### src/hw/rtl/fcd_pkg.sv
// Shared types and constants for the flash command decoder.
package fcd_pkg;

  localparam int unsigned ADDR_W    = 21;
  localparam int unsigned DATA_W    = 8;
  localparam int unsigned LEN_W     = 17;
  localparam int unsigned IN_TDATA_W  = 32;
  localparam int unsigned OUT_TDATA_W = 56;

  localparam logic [ADDR_W-1:0] UNLOCK_ADDR1 = 21'h005555;
  localparam logic [ADDR_W-1:0] UNLOCK_ADDR2 = 21'h002AAA;
  localparam logic [ADDR_W-1:0] BOOT_BASE    = 21'h1F0000;
  localparam logic [ADDR_W-1:0] MASK_64K     = 21'h1F0000;
  localparam logic [ADDR_W-1:0] MASK_32K     = 21'h1F8000;
  localparam logic [ADDR_W-1:0] MASK_16K     = 21'h1FC000;
  localparam logic [ADDR_W-1:0] MASK_8K      = 21'h1FE000;

  localparam logic [LEN_W-1:0] LEN_64K = 17'h10000;
  localparam logic [LEN_W-1:0] LEN_32K = 17'h08000;
  localparam logic [LEN_W-1:0] LEN_16K = 17'h04000;
  localparam logic [LEN_W-1:0] LEN_8K  = 17'h02000;

  localparam logic [DATA_W-1:0] DAT_UNLOCK1  = 8'hAA;
  localparam logic [DATA_W-1:0] DAT_UNLOCK2  = 8'h55;
  localparam logic [DATA_W-1:0] CMD_ERASE_GO = 8'h30;
  localparam logic [DATA_W-1:0] CMD_ERASE_SU = 8'h80;
  localparam logic [DATA_W-1:0] CMD_ID       = 8'h90;
  localparam logic [DATA_W-1:0] CMD_PROTECT  = 8'h9A;
  localparam logic [DATA_W-1:0] CMD_PROGRAM  = 8'hA0;

  typedef enum logic [2:0] {
    ST_READ    = 3'd0,
    ST_UNLOCK1 = 3'd1,
    ST_UNLOCK2 = 3'd2,
    ST_CMD     = 3'd3,
    ST_ID      = 3'd4,
    ST_PROGRAM = 3'd5,
    ST_ERASE   = 3'd6,
    ST_PROTECT = 3'd7
  } seq_state_t;

  typedef enum logic [1:0] {
    PC_NONE    = 2'd0,
    PC_ERASE   = 2'd1,
    PC_PROTECT = 2'd2
  } pend_cmd_t;

  typedef enum logic [1:0] {
    ACT_NONE    = 2'd0,
    ACT_PROGRAM = 2'd1,
    ACT_ERASE   = 2'd2,
    ACT_SHOWID  = 2'd3
  } action_t;

  // Lowest field last: action sits in the low bits.
  typedef struct packed {
    logic              restore_ids;
    logic [DATA_W-1:0] program_byte;
    logic [LEN_W-1:0]  erase_bytes;
    logic [ADDR_W-1:0] target_addr;
    action_t           action;
  } result_t;

  typedef struct packed {
    seq_state_t seq;
    pend_cmd_t  pend;
  } ctl_state_t;

endpackage

### src/hw/rtl/fcd_decode.sv
// Command sequence decode: next state and action for one bus write.
module fcd_decode (
  input  fcd_pkg::ctl_state_t           cur_i,
  input  logic [fcd_pkg::ADDR_W-1:0]    offset_i,
  input  logic [fcd_pkg::DATA_W-1:0]    wdata_i,
  output fcd_pkg::ctl_state_t           nxt_o,
  output fcd_pkg::result_t              res_o
);
  import fcd_pkg::*;

  logic       unlock_hit;
  seq_state_t seq_nxt;
  pend_cmd_t  pend_nxt;

  assign unlock_hit = (offset_i == UNLOCK_ADDR1) && (wdata_i == DAT_UNLOCK1);

  // Next state
  always_comb begin
    seq_nxt  = ST_READ;
    pend_nxt = cur_i.pend;
    unique case (cur_i.seq)
      ST_READ: begin
        seq_nxt  = unlock_hit ? ST_UNLOCK1 : ST_READ;
        pend_nxt = PC_NONE;
      end
      ST_UNLOCK1: begin
        seq_nxt = ((offset_i == UNLOCK_ADDR2) && (wdata_i == DAT_UNLOCK2)) ?
                  ST_UNLOCK2 : ST_READ;
      end
      ST_UNLOCK2: begin
        priority if (wdata_i == CMD_ERASE_GO) begin
          seq_nxt = (cur_i.pend == PC_ERASE) ? ST_ERASE : ST_READ;
        end else if (offset_i != UNLOCK_ADDR1) begin
          seq_nxt = ST_READ;
        end else if (wdata_i == CMD_ERASE_SU) begin
          seq_nxt  = ST_CMD;
          pend_nxt = PC_ERASE;
        end else if (wdata_i == CMD_ID) begin
          seq_nxt = ST_ID;
        end else if (wdata_i == CMD_PROTECT) begin
          if (cur_i.pend == PC_PROTECT) begin
            seq_nxt = ST_PROTECT;
          end else begin
            seq_nxt  = ST_CMD;
            pend_nxt = PC_PROTECT;
          end
        end else if (wdata_i == CMD_PROGRAM) begin
          seq_nxt = ST_PROGRAM;
        end else begin
          seq_nxt = ST_READ;
        end
      end
      ST_CMD: begin
        seq_nxt = unlock_hit ? ST_UNLOCK1 : ST_READ;
      end
      ST_ID: begin
        seq_nxt  = unlock_hit ? ST_UNLOCK1 : ST_READ;
        pend_nxt = PC_NONE;
      end
      ST_PROGRAM, ST_ERASE, ST_PROTECT: begin
        seq_nxt = ST_READ;
      end
      default: begin
        seq_nxt = ST_READ;
      end
    endcase
    // Back in read: drop any half-entered command
    if (seq_nxt == ST_READ) begin
      pend_nxt = PC_NONE;
    end
  end

  assign nxt_o.seq  = seq_nxt;
  assign nxt_o.pend = pend_nxt;

  // Outputs
  always_comb begin
    res_o              = '0;
    res_o.action       = ACT_NONE;
    res_o.restore_ids  = (seq_nxt == ST_READ);
    unique case (cur_i.seq)
      ST_UNLOCK2: begin
        priority if ((wdata_i == CMD_ERASE_GO) && (cur_i.pend == PC_ERASE)) begin
          res_o.action = ACT_ERASE;
          // Boot sectors in the top 64 KiB split into 32K/8K/8K/16K
          priority if (offset_i < BOOT_BASE) begin
            res_o.target_addr = offset_i & MASK_64K;
            res_o.erase_bytes = LEN_64K;
          end else if (!offset_i[15]) begin
            res_o.target_addr = offset_i & MASK_32K;
            res_o.erase_bytes = LEN_32K;
          end else if (!offset_i[14]) begin
            res_o.target_addr = offset_i & MASK_8K;
            res_o.erase_bytes = LEN_8K;
          end else begin
            res_o.target_addr = offset_i & MASK_16K;
            res_o.erase_bytes = LEN_16K;
          end
        end else if ((wdata_i == CMD_ID) && (offset_i == UNLOCK_ADDR1)) begin
          res_o.action = ACT_SHOWID;
        end else begin
          res_o.action = ACT_NONE;
        end
      end
      ST_PROGRAM: begin
        res_o.action       = ACT_PROGRAM;
        res_o.target_addr  = offset_i;
        res_o.program_byte = wdata_i;
      end
      default: begin
        res_o.action = ACT_NONE;
      end
    endcase
  end

endmodule

### src/hw/rtl/flash_command_decoder.sv
// Top level of the flash command decoder: stream ports, state and result buffering.
// A result beat is registered in the output register, or in the skid while out_* stalls.
// Throughput: one write per cycle while in_tready is high; the decode is a single
// pass through fcd_decode between the sequence state register and the result register.
// A two-entry result buffer (output register plus skid) keeps in_tready high while
// one result waits on a stalled consumer.
// Reset (rst_n low, synchronous): sequence goes to read, no pending command, buffer empty.
module flash_command_decoder (
  input  logic                               clk,
  input  logic                               rst_n,
  input  logic                               in_tvalid,
  output logic                               in_tready,
  input  logic [fcd_pkg::IN_TDATA_W-1:0]     in_tdata,   // [20:0] offset, [28:21] wdata
  output logic                               out_tvalid,
  input  logic                               out_tready,
  output logic [fcd_pkg::OUT_TDATA_W-1:0]    out_tdata   // [1:0] action, [22:2] target_addr,
                                                         // [39:23] erase_bytes,
                                                         // [47:40] program_byte,
                                                         // [48] restore_ids
);
  import fcd_pkg::*;

  ctl_state_t ctl_r, ctl_nxt;
  result_t    dec_res;
  result_t    out_res_r, skid_res_r;
  logic       out_valid_r, skid_valid_r;
  logic       in_beat, out_beat;

  logic [ADDR_W-1:0] in_offset;
  logic [DATA_W-1:0] in_wdata;

  assign in_offset = in_tdata[ADDR_W-1:0];
  assign in_wdata  = in_tdata[ADDR_W+DATA_W-1:ADDR_W];

  // Accept whenever the skid slot is free; that always leaves room for this beat.
  assign in_tready = !skid_valid_r;
  assign in_beat   = in_tvalid && in_tready;
  assign out_beat  = out_valid_r && out_tready;

  fcd_decode u_decode (
    .cur_i    (ctl_r),
    .offset_i (in_offset),
    .wdata_i  (in_wdata),
    .nxt_o    (ctl_nxt),
    .res_o    (dec_res)
  );

  // Advance the command sequence on every accepted write
  always_ff @(posedge clk) begin
    if (!rst_n) begin
      ctl_r.seq  <= ST_READ;
      ctl_r.pend <= PC_NONE;
    end else if (in_beat) begin
      ctl_r <= ctl_nxt;
    end
  end

  // Result buffer: output register in front, skid behind it
  always_ff @(posedge clk) begin
    if (!rst_n) begin
      out_valid_r  <= 1'b0;
      skid_valid_r <= 1'b0;
    end else begin
      if (!out_valid_r || out_tready) begin
        // Output slot frees up: refill from skid first, else from the new beat
        out_valid_r  <= skid_valid_r || in_beat;
        skid_valid_r <= skid_valid_r ? 1'b0 : 1'b0;
      end else if (in_beat) begin
        // Output stalled: park the new result in the skid
        skid_valid_r <= 1'b1;
      end
    end
  end

  always_ff @(posedge clk) begin
    if (!out_valid_r || out_tready) begin
      if (skid_valid_r) begin
        out_res_r <= skid_res_r;
      end else if (in_beat) begin
        out_res_r <= dec_res;
      end
    end
    if (in_beat) begin
      skid_res_r <= dec_res;
    end
  end

  assign out_tvalid = out_valid_r;
  assign out_tdata  = {{(OUT_TDATA_W - $bits(result_t)){1'b0}}, out_res_r};

  // ---------------------------------------------------------------------------
  // Assertions
  // ---------------------------------------------------------------------------

  // Skid only fills behind an occupied output register
  a_skid_behind_out: assert property (@(posedge clk) disable iff (!rst_n)
    skid_valid_r |-> out_valid_r)
    else $error("skid holds a result while the output register is empty");

  // Every erase decision leaves the sequencer in the erase state
  a_erase_state: assert property (@(posedge clk) disable iff (!rst_n)
    (in_beat && (dec_res.action == ACT_ERASE)) |=> (ctl_r.seq == ST_ERASE))
    else $error("erase issued without entering the erase state");

  // In read state nothing may be left pending
  a_read_no_pend: assert property (@(posedge clk) disable iff (!rst_n)
    (ctl_r.seq == ST_READ) |-> (ctl_r.pend == PC_NONE))
    else $error("pending command survived a return to read");

  // A beat accepted while the output stalls lands in the skid
  a_stall_to_skid: assert property (@(posedge clk) disable iff (!rst_n)
    (in_beat && out_valid_r && !out_tready) |=> skid_valid_r)
    else $error("result lost while output was stalled");

endmodule
### config.mk
export PLATFORM = sky130hd
export DESIGN_NAME = flash_command_decoder
export DESIGN_NICKNAME = d
export VERILOG_FILES = /design/src/hw/rtl/fcd_pkg.sv /design/src/hw/rtl/fcd_decode.sv /design/src/hw/rtl/flash_command_decoder.sv
export SDC_FILE = /design/constraint.sdc
export NUM_CORES = 1
export LEC_CHECK = 0
export ABC_AREA = 1
export BUFFER_PORTS_ARGS = -buffer_cell sky130_fd_sc_hd__buf_2
export CORE_MARGIN = 8
export CORE_UTILIZATION = 53
export DETAILED_ROUTE_END_ITERATION = 6
export GPL_ROUTABILITY_DRIVEN = 0
export HOLD_SLACK_MARGIN = 0.15
export PLACE_DENSITY = 0.79
export SYNTH_ARGS = -nofsm -noshare
export SYNTH_HDL_FRONTEND = slang
export SYNTH_SLANG_ARGS = --single-unit
### constraint.sdc
create_clock -name clk -period 3.5 [get_ports clk]
set_input_delay 0.175 -clock clk [delete_from_list [all_inputs] [get_ports clk]]
set_output_delay 0.175 -clock clk [all_outputs]
set_load 0.05 [all_outputs]
==> results.sh, run 1 <==
export IMPL_status="finished clean"
export IMPL_cts_clk_slew_worst_paths_ns=0.08
export IMPL_synthSimpleGateAreaFrac_pct=26.2
export IMPL_ir_worst_vdd_uv=217
export IMPL_drtAntennaViolNets=0
export IMPL_grt_usage_pct=16.2
export IMPL_min_to="skid_res_r[18]"
export IMPL_finalCriticalPeriod_ns=2.04
export IMPL_num_nets_final=532
export IMPL_grt_pass1_wl_mm=12.9
export IMPL_syn_inst=421
export IMPL_routedWlPerCell_um=13.1
export IMPL_seqPwrFrac_pct=51.7
export IMPL_end_kind="flop"
export IMPL_cts_root_buffer="clkbuf_8"
export IMPL_drt_vias_per_instance=4.82
export IMPL_drc=0
export IMPL_final_area_um2=4480
export IMPL_p_int_mw=1.53
export IMPL_p_comb_share_pct=13.3
export IMPL_antenna_found_initial=0
export IMPL_rows=31
export IMPL_tightest_slew_ns=1.14
export IMPL_r2r_end="out_tdata[42]"
export IMPL_layout_commonest_cell="nand2_1"
export IMPL_hold_depth=3
export IMPL_p_leak_nw=2.13
export IMPL_finalSetupTns_ns=0
export IMPL_clock_sinks=79
export IMPL_ys_ff_latch=79
export IMPL_cts_buffers=9
export IMPL_port_buffer_count=70
export IMPL_clockBufferDepth=2
export IMPL_ys_types=27
export IMPL_die_w_um=101
export IMPL_cp_cell_sequence="clkinv_1, a21oi_4"
export IMPL_setup_violations=0
export IMPL_reg2reg_slack_ns=1.46
export IMPL_first_pass_iters=5
export IMPL_ys_seq_area_share_pct=60.0
export IMPL_busiest_layer="met2"
export IMPL_final_cell_mix="nand2_1 (133), edfxtp_1 (72), buf_2 (70)"
export IMPL_clock_power_share_pct=34.9
export IMPL_die_area_um2=10200
export IMPL_synthXorXnorAreaFrac_pct=0
export IMPL_die_h_um=101
export IMPL_critPathKind="flop to flop"
export IMPL_hp_start="in_tdata[16]"
export IMPL_arrival_ns=2.00
export IMPL_hold_viol=0
export IMPL_core_area_um2=7140
export IMPL_drt_initial_drc_count=197
export IMPL_ys_warn_count=0
export IMPL_cts_tree="yes"
export IMPL_synth_compound_area_share_pct=3.46
export IMPL_power_mw=2.11
export IMPL_synth_top_family_by_area="simple AND/OR/NAND/NOR gates"
export IMPL_cp_data_required_time_ns=3.46
export IMPL_htreeDepth=3
export IMPL_drive_gt1_share_pct=25.5
export IMPL_ff2ff_path_depth=2
export IMPL_io_pins=94
export IMPL_max_freq_mhz=490
export IMPL_critPathMaxStageDelay_ns=0.92
export IMPL_r2r_start="skid_valid_r"
export IMPL_fin_skew_ns=0.00904
export IMPL_synth_fa_ha_area_share_pct=0
export IMPL_muxShareOfSynthArea_pct=0
export IMPL_seqCellArea_um2=2300
export IMPL_crit_path_start_kind="flop"
export IMPL_grt_pass1_vias=2804
export IMPL_num_antenna_cells=0
export IMPL_drv_slew=0
export IMPL_grt_max_degree=43
export IMPL_swShare_pct=27.3
export IMPL_start_util_pct=53.8
export IMPL_post_dp_cell_area_um2=4230
export IMPL_met3_usage_pct=3.94
export IMPL_cts_resized=0
export IMPL_area_delta_synth_final_pct=16.8
export IMPL_multi_input_area_um2=1230
export IMPL_syn_area_per_cell_um2=9.12
export IMPL_syn_area_um2=3840
export IMPL_wl_mm=7.86
export IMPL_vias=2889
export IMPL_powerDensity_nw_per_um2=470
export IMPL_gr_usage_met2_pct=27.7
export IMPL_clock_latency_ns=0.34
export IMPL_min_path_type="input pin to flop"
export IMPL_slowest_stage="a21oi_4"
export IMPL_crit_fanout=36
export IMPL_rsz0062_at_grt="false"
export IMPL_gr_total_overflow=0
export IMPL_post_dp_hpwl_mm=5.52
export IMPL_met1_usage_pct=18.8
export IMPL_maxCapViolations=0
export IMPL_netSwitchingPower_mw=0.576
export IMPL_fin_crit_sh_pct=58.4
export IMPL_fill_cells=597
export IMPL_slew_headroom_pct=23.6
==> Yosys cell counts (all sizes together) <==
master	n	area [um2]
a211oi	1	7.51
nand4	4	25.0
clkbuf	10	37.5
nand2	141	549
buf	21	155
edfxtp	72	2160
o211ai	1	7.51
conb	1	3.75
nor2	65	282
a31oi	2	12.5
a41oi	1	8.76
nand3	18	105
a21oi	14	81.3
clkinv	1	3.75
o21ai	3	15.0
nor3	4	31.3
inv	53	199
nor4	2	12.5
dfxtp	7	140
==> state kept, by name, indices dropped and copies added, names as in the netlist <==
| register | count |
|---|---|
| out_tdata | 36 |
| skid_valid_r | 1 |
| out_tvalid | 1 |
| skid_res_r | 36 |
| ctl_r | 5 |
==> logic make-up (layout without fill, tap and decap cells) <==
family,Yosys count,in the layout
compound gates,22,22
buf+inv,85,146
flops,79,79
other cells,1,20
simple gates,234,234
==> through the flow <==
stage	worst slack, ns	hold slack, ns	utilization, %	cells
final	1.46	0.186	62.8	600
after global routing	1.33	0.187	62.8	600
after CTS	1.43	0.174	62.8	600
after detailed placement	1.43	0.472	59.3	581
after global placement	1.49	0.461	59.3	581
after floorplan	0.0576	0.296	-	440
==> area by class of cell <==
| class | instances | area share, % |
|---|---|---|
| Clock buffer | 9 | 2.76 |
| Tap cell | 99 | 2.76 |
| Timing Repair Buffer | 76 | 8.99 |
| Sequential cell | 79 | 51.4 |
| Clock inverter | 7 | 2.12 |
| Multi-Input combinational cell | 276 | 27.5 |
| Inverter | 54 | 4.52 |
==> power groups by stage <==
stage	logic (mW)	clock network (mW)	registers [mW]
final	0.281	0.736	1.09
after floorplan	0.135	0	1.20
after CTS	0.282	0.750	1.09
after detailed placement	0.279	0	1.11
after global routing	0.301	0.782	1.10
after global placement	0.275	0	1.11
==> what timing repair did <==
item	4_1_cts	5_1_grt
hold buffers	3	0
hold endpoints to repair	8	0
buffers inserted	0	0
==> critical path, delay by kind of cell (launching register included) <==
| family | cells | cell delay (ns) |
|---|---|---|
| DFF | 1 | 0.52 |
| AOI/OAI and AO/OA | 1 | 0.92 |
| buffers and inverters | 1 | 0.20 |
==> worst max path at each step <==
stage | from | to | slack (ns)
6_report | skid_valid_r | out_tdata[42] | 1.46
3_5_place_dp | skid_valid_r | out_tdata[7] | 1.43
3_3_place_gp | skid_valid_r | out_tdata[8] | 1.49
4_1_cts | skid_valid_r | out_tdata[42] | 1.43
2_1_floorplan | skid_valid_r | out_tdata[0] | 0.06
5_1_grt | skid_valid_r | out_tdata[45] | 1.33
==> layer usage <==
layer	vias up	share of wire [%]
met3	11	8.1
met4	0	1.8
met1	1313	40
met2	105	50
li1	1460	-
met5	-	0
Power figures use the tool's default switching activity.
==> run 2, diff against run 1 <==
==> constraint.sdc (replaced) <==
create_clock -name clk -period 1.9 [get_ports clk]
set_input_delay 0.095 -clock clk [delete_from_list [all_inputs] [get_ports clk]]
set_output_delay 0.095 -clock clk [all_outputs]
set_load 0.05 [all_outputs]
==> results.sh, run 2 (synthesis results as in run 1) <==
export IMPL_first_pass_iters=5
export IMPL_crit_start="skid_valid_r"
export IMPL_end_kind="flop"
export IMPL_maxCapViolations=0
export IMPL_fin_skew_ns=0.0104
export IMPL_setup_violations=0
export IMPL_arrival_ns=1.76
export IMPL_grt_max_degree=43
export IMPL_tightest_slew_ns=1.19
export IMPL_drt_vias_per_instance=4.94
export IMPL_endpoint="out_tdata[43]"
export IMPL_crit_fanout=36
export IMPL_htreeDepth=3
export IMPL_critPathKind="flop to flop"
export IMPL_final_util_pct=67.8
export IMPL_drtAntennaViolNets=0
export IMPL_grt_pass1_wl_mm=14.3
export IMPL_grt_usage_pct=18.0
export IMPL_start_util_pct=53.8
export IMPL_r2r_end="out_tdata[43]"
export IMPL_cts_buffers=9
export IMPL_cts_tree="yes"
export IMPL_port_buffer_count=70
export IMPL_ir_worst_vdd_uv=303
export IMPL_layout_commonest_cell="nand2_1"
export IMPL_met1_usage_pct=20.3
export IMPL_rows=31
export IMPL_busiest_layer="met2"
export IMPL_reg2reg_slack_ns=0.11
export IMPL_core_area_um2=7140
export IMPL_grt_pass1_vias=3053
export IMPL_routedWlPerCell_um=14.0
export IMPL_cts_root_buffer="clkbuf_8"
export IMPL_wl_mm=8.81
export IMPL_crit_path_start_kind="flop"
export IMPL_status="finished clean"
export IMPL_fin_crit_sh_pct=94.0
export IMPL_clock_latency_ns=0.36
export IMPL_powerDensity_nw_per_um2=809
export IMPL_post_dp_hpwl_mm=5.80
export IMPL_drive_gt1_share_pct=25.1
export IMPL_io_pins=94
export IMPL_drv_slew=0
export IMPL_antenna_found_initial=0
export IMPL_fill_cells=564
export IMPL_num_antenna_cells=0
export IMPL_slew_headroom_pct=20.7
export IMPL_met3_usage_pct=4.28
export IMPL_ff2ff_path_depth=2
export IMPL_vias=3102
export IMPL_hold_viol=0
export IMPL_gr_total_overflow=0
export IMPL_drc=0
export IMPL_clock_sinks=79
export IMPL_min_path_type="input pin to flop"
export IMPL_cp_data_required_time_ns=1.87
export IMPL_drt_initial_drc_count=184
export IMPL_cts_clk_slew_worst_paths_ns=0.07
export IMPL_finalCriticalPeriod_ns=1.79
export IMPL_die_w_um=101
export IMPL_die_area_um2=10200
export IMPL_holdWs_ns=0.188
export IMPL_p_leak_nw=2.31
export IMPL_gr_usage_met2_pct=31.6
export IMPL_r2r_start="skid_valid_r"
export IMPL_max_freq_mhz=560
export IMPL_area_delta_synth_final_pct=26.1
export IMPL_clockBufferDepth=2
export IMPL_final_cell_mix="nand2_1 (130), edfxtp_1 (72), buf_2 (65)"
export IMPL_num_nets_final=560
export IMPL_die_h_um=101
-- run 2: cell count changes in the layout (fill, tap and decap cells not counted), sizes merged --
cell,previous run,this run
inv,54,53
dlymetal6s4s,0,4
clkbuf,9,12
buf,73,74
clkinv,4,2
dlygate4sd3,3,26
-- run 2: per-stage QoR --
step,worst slack [ns],setup TNS (ns),cell area (um2),total power [mW],instances
floorplan,0.0647,0,3940,2.46,440
global placement,0.196,0,4250,2.55,583
detailed placement,0.107,0,4250,2.57,583
CTS,0.0953,0,4760,3.91,629
global route,-0.0108,-0.0148,4840,4.03,628
finish,0.114,0,4840,3.92,628
-- run 2: layer usage --
metal	wire [um]	vias to the layer above
met3	585	23
li1	-	1509
met5	0	-
met2	4410	125
met1	3630	1445
met4	192	0
-- run 2: layout make-up --
class	instances	area (um2)	area share [%]
well taps	99	124	2.56
repair buffers	104	703	14.5
clock buffers	12	135	2.79
multi-input cells	276	1290	26.7
flip-flops and latches	79	2300	47.6
clock inverters	4	72.6	1.50
inverters	54	209	4.32
-- run 2: worst max-delay path, stage by stage (launching register included) --
cell	delay, ns
dfxtp_1	0.37
clkinv_2	0.10
a21oi_4	0.92
-- run 2: how the worst min path moves through the flow --
stage	to	cells after the start	from
global route	skid_valid_r	3	in_tvalid
CTS	skid_res_r[45]	3	in_tdata[26]
finish	skid_valid_r	3	in_tvalid
detailed placement	ctl_r[1]	3	rst_n
floorplan	ctl_r[0]	2	rst_n
global placement	ctl_r[0]	3	rst_n
-- run 2: what timing repair did --
| item | CTS | global route |
|---|---|---|
| hold endpoints to repair | 34 | 0 |
| buffers inserted | 0 | 4 |
| hold buffers | 30 | 0 |
| resized for setup | 0 | 20 |
| endpoints found under the setup margin | 0 | 7 |
-- run 2: report_power, final --
| part | internal, mW | switching (mW) |
|---|---|---|
| Clock | 0.739 | 0.583 |
| Combinational | 0.138 | 0.444 |
| Sequential | 1.98 | 0.0269 |
